File: src/rtl/core/fca_pkg.sv
package fca_pkg;

  // Table geometry and field widths.
  localparam int TABLE_DEPTH_DEF = 1024;
  localparam int ENTRY_W         = 32;
  localparam int POS_W           = 11;
  localparam int CNT_W           = 11;
  localparam int BLK_W           = 10;
  localparam int RSV_W           = 10;
  localparam int REQ_W           = 2;
  localparam int CFG_IDX_W       = 1;
  localparam int IN_DATA_W       = 24;
  localparam int OUT_DATA_W      = 24;

  // Reset values of the registers and of the next-free pointer.
  localparam logic [POS_W-1:0] TOTAL_RST     = 11'd1024;
  localparam logic [RSV_W-1:0] RESERVED_RST  = 10'd10;
  localparam logic [POS_W-1:0] NEXT_FREE_RST = 11'd10;

  // Special table entry values.
  localparam logic [ENTRY_W-1:0] ENTRY_FREE     = 32'h0000_0000;
  localparam logic [ENTRY_W-1:0] ENTRY_END      = 32'hFFFF_FFFF;
  localparam logic [ENTRY_W-1:0] ENTRY_RESERVED = 32'hFFFF_FFFE;

  // Configuration register indexes.
  localparam logic [CFG_IDX_W-1:0] CFG_TOTAL    = 1'b0;
  localparam logic [CFG_IDX_W-1:0] CFG_RESERVED = 1'b1;

  typedef enum logic [REQ_W-1:0] {
    REQ_FORMAT  = 2'd0,
    REQ_ALLOC   = 2'd1,
    REQ_RELEASE = 2'd2,
    REQ_NONE    = 2'd3
  } req_t;

  typedef enum logic [1:0] {
    ST_OK         = 2'd0,
    ST_NO_SPACE   = 2'd1,
    ST_BAD_CHAIN  = 2'd2,
    ST_ZERO_COUNT = 2'd3
  } status_t;

  typedef enum logic [2:0] {
    S_IDLE,
    S_FORMAT,
    S_ALLOC_CHK,
    S_ALLOC_LINK,
    S_ALLOC_SRCH,
    S_REL_CHK,
    S_REL_WALK,
    S_FIN
  } seq_state_t;

  typedef struct packed {
    logic [POS_W-1:0] total;
    logic [RSV_W-1:0] reserved;
  } cfg_t;

  typedef struct packed {
    req_t             req;
    logic [CNT_W-1:0] count;
    logic [BLK_W-1:0] start;
  } request_t;

  typedef struct packed {
    status_t          status;
    logic [BLK_W-1:0] first_block;
    logic [POS_W-1:0] next_free;
  } result_t;

endpackage

File: src/rtl/core/fca_seq.sv
module fca_seq #(
  parameter int TABLE_DEPTH = fca_pkg::TABLE_DEPTH_DEF
) (
  input  logic                           clk,
  input  logic                           rst_n,
  input  logic                           req_valid,
  output logic                           req_ready,
  input  fca_pkg::request_t              req,
  input  fca_pkg::cfg_t                  cfg,
  output logic                           res_valid,
  input  logic                           res_ready,
  output fca_pkg::result_t               res,
  output logic                           wr_en,
  output logic [$clog2(TABLE_DEPTH)-1:0] wr_addr,
  output logic [fca_pkg::ENTRY_W-1:0]    wr_data,
  output logic [$clog2(TABLE_DEPTH)-1:0] rd_addr,
  input  logic [fca_pkg::ENTRY_W-1:0]    rd_data
);
  import fca_pkg::*;

  localparam int AW        = $clog2(TABLE_DEPTH);
  localparam int TOTAL_MAX = (1 << POS_W) - 1;
  localparam logic [POS_W-1:0] DEPTH_CAP =
    (TABLE_DEPTH > TOTAL_MAX) ? POS_W'(TOTAL_MAX) : POS_W'(TABLE_DEPTH);

  seq_state_t       state_r, state_nxt;
  request_t         req_r, req_nxt;
  result_t          res_r, res_nxt;
  logic [POS_W-1:0] cur_r, cur_nxt;
  logic [POS_W-1:0] last_r, last_nxt;
  logic [CNT_W-1:0] done_r, done_nxt;
  logic [POS_W-1:0] steps_r, steps_nxt;
  logic [POS_W-1:0] nf_r, nf_nxt;
  logic             pend_end_r, pend_end_nxt;
  logic             byp_r, byp_nxt;
  logic [POS_W-1:0] wr_pos;

  // Shared compare and increment terms used by every request walk.
  logic [POS_W-1:0]   t_eff;
  logic [ENTRY_W-1:0] d;
  logic               cur_ge_t;
  logic [POS_W-1:0]   cur_inc;
  logic               space_bad;
  logic               d_ge_t;
  logic               steps_lim;
  logic               link_last;
  logic               d_free;

  assign t_eff     = (cfg.total < DEPTH_CAP) ? cfg.total : DEPTH_CAP;
  // A release that just freed the entry it reads next sees the fresh zero.
  assign d         = byp_r ? ENTRY_FREE : rd_data;
  assign d_free    = (d == ENTRY_FREE);
  assign cur_ge_t  = (cur_r >= t_eff);
  assign cur_inc   = cur_r + POS_W'(1);
  assign space_bad = ({1'b0, nf_r} + {1'b0, req_r.count}) > {1'b0, t_eff};
  assign d_ge_t    = (d >= ENTRY_W'(t_eff));
  assign steps_lim = ((steps_r + POS_W'(1)) >= t_eff);
  assign link_last = ((done_r + CNT_W'(1)) == (req_r.count - CNT_W'(1)));

  assign req_ready = (state_r == S_IDLE);
  assign res_valid = (state_r == S_FIN);
  assign res       = res_r;
  assign rd_addr   = AW'(cur_nxt);
  assign wr_addr   = AW'(wr_pos);

  // Next state.
  always_comb begin
    state_nxt = state_r;
    unique case (state_r)
      S_IDLE: begin
        if (req_valid) begin
          unique case (req.req)
            REQ_FORMAT:  state_nxt = S_FORMAT;
            REQ_ALLOC:   state_nxt = S_ALLOC_CHK;
            REQ_RELEASE: state_nxt = S_REL_CHK;
            REQ_NONE:    state_nxt = S_FIN;
          endcase
        end
      end
      S_FORMAT: begin
        if (cur_ge_t) state_nxt = S_FIN;
      end
      S_ALLOC_CHK: begin
        priority if (req_r.count == '0 || space_bad) state_nxt = S_FIN;
        else if (req_r.count == CNT_W'(1))           state_nxt = S_ALLOC_SRCH;
        else                                          state_nxt = S_ALLOC_LINK;
      end
      S_ALLOC_LINK: begin
        priority if (cur_ge_t)             state_nxt = S_FIN;
        else if (d_free && link_last)      state_nxt = S_ALLOC_SRCH;
        else                               state_nxt = S_ALLOC_LINK;
      end
      S_ALLOC_SRCH: begin
        if (cur_ge_t || d_free) state_nxt = S_FIN;
      end
      S_REL_CHK: begin
        state_nxt = cur_ge_t ? S_FIN : S_REL_WALK;
      end
      S_REL_WALK: begin
        if (d == ENTRY_RESERVED || d == ENTRY_END || d_ge_t || steps_lim) begin
          state_nxt = S_FIN;
        end
      end
      S_FIN: begin
        if (res_ready) state_nxt = S_IDLE;
      end
      default: state_nxt = S_IDLE;
    endcase
  end

  // Datapath updates and table accesses.
  always_comb begin
    req_nxt      = req_r;
    res_nxt      = res_r;
    cur_nxt      = cur_r;
    last_nxt     = last_r;
    done_nxt     = done_r;
    steps_nxt    = steps_r;
    nf_nxt       = nf_r;
    pend_end_nxt = pend_end_r;
    byp_nxt      = 1'b0;
    wr_en        = 1'b0;
    wr_pos       = cur_r;
    wr_data      = ENTRY_FREE;
    unique case (state_r)
      S_IDLE: begin
        if (req_valid) begin
          req_nxt      = req;
          res_nxt      = '{status: ST_OK, first_block: '0, next_free: nf_r};
          done_nxt     = '0;
          steps_nxt    = '0;
          pend_end_nxt = 1'b0;
          cur_nxt      = '0;
          if (req.req == REQ_RELEASE) begin
            cur_nxt           = {1'b0, req.start};
            nf_nxt            = {1'b0, req.start};
            res_nxt.next_free = {1'b0, req.start};
          end
        end
      end
      S_FORMAT: begin
        if (cur_ge_t) begin
          nf_nxt            = {1'b0, cfg.reserved};
          res_nxt.next_free = {1'b0, cfg.reserved};
        end else begin
          wr_en   = 1'b1;
          wr_pos  = cur_r;
          wr_data = (cur_r < {1'b0, cfg.reserved}) ? ENTRY_RESERVED : ENTRY_FREE;
          cur_nxt = cur_inc;
        end
      end
      S_ALLOC_CHK: begin
        priority if (req_r.count == '0) begin
          res_nxt.status = ST_ZERO_COUNT;
        end else if (space_bad) begin
          res_nxt.status = ST_NO_SPACE;
        end else begin
          last_nxt     = nf_r;
          cur_nxt      = nf_r + POS_W'(1);
          pend_end_nxt = (req_r.count == CNT_W'(1));
        end
      end
      S_ALLOC_LINK: begin
        if (cur_ge_t) begin
          res_nxt.status = ST_NO_SPACE;
        end else begin
          if (d_free) begin
            wr_en    = 1'b1;
            wr_pos   = last_r;
            wr_data  = ENTRY_W'(cur_r);
            last_nxt = cur_r;
            done_nxt = done_r + CNT_W'(1);
            if (link_last) pend_end_nxt = 1'b1;
          end
          cur_nxt = cur_inc;
        end
      end
      S_ALLOC_SRCH: begin
        // Close the chain while the forward search runs.
        if (pend_end_r) begin
          wr_en        = 1'b1;
          wr_pos       = last_r;
          wr_data      = ENTRY_END;
          pend_end_nxt = 1'b0;
        end
        if (cur_ge_t || d_free) begin
          nf_nxt  = cur_ge_t ? t_eff : cur_r;
          res_nxt = '{status: ST_OK, first_block: nf_r[BLK_W-1:0],
                      next_free: (cur_ge_t ? t_eff : cur_r)};
        end else begin
          cur_nxt = cur_inc;
        end
      end
      S_REL_CHK: begin
        if (cur_ge_t) res_nxt.status = ST_BAD_CHAIN;
      end
      S_REL_WALK: begin
        if (d == ENTRY_RESERVED) begin
          res_nxt.status = ST_BAD_CHAIN;
        end else begin
          wr_en   = 1'b1;
          wr_pos  = cur_r;
          wr_data = ENTRY_FREE;
          priority if (d == ENTRY_END) begin
            res_nxt.status = ST_OK;
          end else if (d_ge_t || steps_lim) begin
            res_nxt.status = ST_BAD_CHAIN;
          end else begin
            cur_nxt   = d[POS_W-1:0];
            steps_nxt = steps_r + POS_W'(1);
            byp_nxt   = (d[POS_W-1:0] == cur_r);
          end
        end
      end
      S_FIN: begin
      end
      default: begin
      end
    endcase
  end

  // Control state is reset; the walk registers are payload.
  always_ff @(posedge clk) begin
    if (!rst_n) begin
      state_r    <= S_IDLE;
      nf_r       <= NEXT_FREE_RST;
      pend_end_r <= 1'b0;
      byp_r      <= 1'b0;
    end else begin
      state_r    <= state_nxt;
      nf_r       <= nf_nxt;
      pend_end_r <= pend_end_nxt;
      byp_r      <= byp_nxt;
    end
    req_r   <= req_nxt;
    res_r   <= res_nxt;
    cur_r   <= cur_nxt;
    last_r  <= last_nxt;
    done_r  <= done_nxt;
    steps_r <= steps_nxt;
  end

endmodule

File: config.mk
export PLATFORM = sky130hd
export DESIGN_NAME = fca_seq
export DESIGN_NICKNAME = d
export VERILOG_FILES = /design/src/rtl/core/fca_pkg.sv /design/src/rtl/core/fca_seq.sv
export SDC_FILE = /design/constraint.sdc
export NUM_CORES = 1
export LEC_CHECK = 0
export BUFFER_PORTS_ARGS = -buffer_cell sky130_fd_sc_hd__buf_2
export CORE_MARGIN = 4
export CORE_UTILIZATION = 40
export CTS_CLUSTER_DIAMETER = 50
export DETAILED_ROUTE_END_ITERATION = 16
export SYNTH_ARGS = -nofsm -noshare
export SYNTH_HDL_FRONTEND = slang
export SYNTH_SLANG_ARGS = --single-unit
File: constraint.sdc
create_clock -name clk -period 15 [get_ports clk]
set_input_delay 1.5 -clock clk [delete_from_list [all_inputs] [get_ports clk]]
set_output_delay 1.5 -clock clk [all_outputs]
set_load 0.05 [all_outputs]
==> impl_metrics.yaml <==
global_routing:
  grtUsageTotal: 0.239
  grt_pass1_wl_microns: 40200
  first_global_vias: 6872
  antenna_found_initial: 0
  grt_start_max_net_pins: 31
  globalRouteOverflowTotal: 0
setup_path:
  timing.critical_path.to: "wr_addr[8]"
  cp.arrival_ps: 5570
  crit_required_ps: 13500
  timing.critical_path.fanout_max: 14
  slowest_delay_ps: 880
  critical_path.cell_chain: "buf_2, clkinv_1, nand2_1, ha_1, a2111oi_0, o21ai_0, nor2b_1, a21oi_2, nor2b_1, a21oi_1, mux2_2, buf_2"
  worst_path_dominant_cell_family: "simple AND/OR/NAND/NOR gates"
  timing.critical_path.slowest_stage_cell: "nor2b_1"
  critPathKind: "in -> out"
  critPathCaptureType: "output pin"
  worstRegToRegCells: 15
  timing.critical_path.from_type: "input pin"
  crit_buf_inv: 3
  setup.reg_to_reg.worst_slack_ps: 9840
  worst_reg2reg_startpoint: "req_r[10]"
  worst_setup_path_startpoint: "cfg[20]"
  worst_r2r_endpoint: "last_r[0]"
  worst-path-stages: 12
sta:
  report.final.setup_viol: 0
  final-max-slew-violation-count: 0
  finalHoldViolations: 0
  worst_clock_skew_ps: 10.6
  worst_slew_margin_rel: 0.256
  max_clock_freq_mhz: 141
  max_slew.worst_pin.slew_ps: 1110
  period_share: 0.471
  rsz0062_at_grt: "false"
  final_worst_path_period_need_ps: 7070
  setup_total_negative_slack_ps: 0
synth:
  synth_ff_type: "edfxtp_1"
  largest_family_of_logic_cells_by_synthesized_area: "simple AND/OR/NAND/NOR gates"
  synth_xor_area_frac: 0.0811
  yosys.area_share.simple: 0.206
  synth_area_leaders: "edfxtp_1, ha_1, dfxtp_1, xnor2_1, nand2_1"
  synth_enable_flop_cells: 67
  yosys_warnings: 0
  netlist.top_cell.by_area: "edfxtp_1"
  ys_seq_area_frac: 0.322
  post_synth_fa_ha_maj_area_fraction: 0.114
  ys_types: 73
  synth-compound-area-share: 0.161
  yosys.cell_count.top_type: "nand2_1"
  synthMuxAreaShare: 0.0425
  synth.cell_area_sq_um: 7870
  syn_area_per_cell_sq_um: 8.80
  synth_top_cells_by_count: "nand2_1, ha_1, edfxtp_1"
  syn_inst_count: 894
  top_cell_type_s_share_of_synthesized_area: 0.256
  synthesis.nets: 1045
  async_reset_ff_frac: 0
  number_of_synthesized_register_bits: 93
drt:
  via_per_inst: 5.84
  dr_total_vias: 7424
  drcViolationCount: 0
  route.antenna.remaining_nets: 0
  wl_per_cell_microns: 21.3
  total_routed_wirelength_microns: 27000
  drt-pass1-iter-count: 5
  detailedRoute.firstIterationViolations: 650
clocking:
  cts.repair.resized: 0
  cts_inserted_buffers: 9
  cts_hold_buf: 0
  cts.repair_timing.setup_buffer_count: 0
  cts_clock_pin_slew_for_the_worst_setup_and_hold_paths_ps: 70
  ctsLongestPathBuffers: 2
  cts-htree-levels: 3
  clock_latency_reported_for_the_late_side_of_the_worst_skew_pair_ps: 370
  cts_root_buffer: "clkbuf_16"
  clock_sink_count: 93
  clock_tree_from_tritoncts: "yes"
placement:
  placement.io_buffers: 157
  placedCellCount: 1254
  detailedPlacementHpwl_microns: 21000
  place.gp.congestion: 0.959
cells_and_area:
  final_layout_size_suffix_gt1_frac: 0.211
  final_cells: 1271
  fin_util: 0.462
  syn_to_final_growth_pct: 13.8
  num-nets-final: 1151
power_and_ir_drop:
  total_leakage_power_nw: 3.88
  worst_ir_drop_vdd_v: 0.0000741
  power_density_nw_per_um2: 249
floorplanning:
  floorplan.die_area_sq_um: 22000
  rows: 51
  die-width_microns: 148
  core_sq_um: 19400
  die_height_microns: 148
  initial_utilization: 0.406
  i_o_pin_total: 158
job:
  max_cap_viol_count: 0
hold_path:
  holdCritPathClass: "reg -> reg"
outcome:
  result_of_the_run: "complete, no violations"
-- flip-flops by register name, summed over array words and instances (netlist names) --
register / flops
res: 23
cur_r: 11
done_r: 11
nf_r: 11
req_r: 11
steps_r: 11
last_r: 10
state_r: 3
byp_r: 1
pend_end_r: 1
-- cell type report --
| class | count | area, sq um |
|---|---|---|
| antenna | 1 | 2.50 |
| clock buffer | 9 | 225 |
| clock inverter | 7 | 82.6 |
| fill | 1956 | 10400 |
| inverter | 48 | 180 |
| multi-input combinational | 683 | 4750 |
| sequential | 93 | 2530 |
| tap | 265 | 332 |
| timing repair buffer | 165 | 846 |
-- tightest hold or removal path, stage by stage, from the launching register on --
cell and delay, ps:
dfxtp_1 400, nand2_1 90, mux2i_1 60
-- layer usage --
metal	GRT usage	routed length, microns	up-vias	share of wire
met5	0	0	-	0
met2	0.371	11800	425	0.44
met3	0.0488	2390	71	0.089
met4	0.106	1210	0	0.045
met1	0.323	11600	3450	0.43
li1	-	-	3478	-
-- cells in the final DEF, fill, tap and decap left out, drive strengths merged, types with 10 or more instances in the layout --
master,Yosys,routed
a211o,10,10
a21o,14,14
a21oi,33,33
and2,10,10
and3,17,17
buf,38,165
dfxtp,26,26
edfxtp,67,67
ha,70,70
inv,46,49
mux2,19,19
mux2i,12,12
nand2,88,88
nand3,49,49
nand4,24,24
nor2,59,59
nor2b,14,14
nor3,26,26
nor4,12,12
o21ai,44,44
o221ai,12,12
xnor2,47,47
xor2,25,25
-- metrics by stage --
stage | worst slack (ps) | area, sq um | total power (W) | hold WS, ps
CTS | 7970 | 8950 | 0.00222 | 590
global route | 7610 | 8950 | 0.00235 | 622
detailed placement | 8030 | 8640 | 0.00196 | 573
finish | 7930 | 8950 | 0.00223 | 609
floorplan | 8530 | 7870 | 0.00166 | 466
global placement | 8030 | 8640 | 0.00197 | 581
-- logic make-up after synthesis --
kind of cell             Yosys count
AND/OR/NAND/NOR                  327
AO/OA/AOI/OAI                    182
adder cells (fa/ha/maj)           71
flip-flops                        93
XOR/XNOR                          72
buffers and inverters            118
multiplexers                      31
-- where the power goes --
part           switching [W]  internal [W]
clock               0.000111      0.000132
combinational        0.00102      0.000433
sequential          0.000136      0.000400
total                0.00126      0.000965
-- worst min path at each step --
stage               depth (start not counted)  slack [ps]          to        from
floorplan                                   2         470  pend_end_r  pend_end_r
global placement                            2         580    nf_r[10]    nf_r[10]
detailed placement                          2         570    nf_r[10]    nf_r[10]
CTS                                         2         590    nf_r[10]    nf_r[10]
global route                                2         620    nf_r[10]    nf_r[10]
finish                                      2         610  pend_end_r  pend_end_r
No activity file was read; power rests on OpenSTA's default activity.
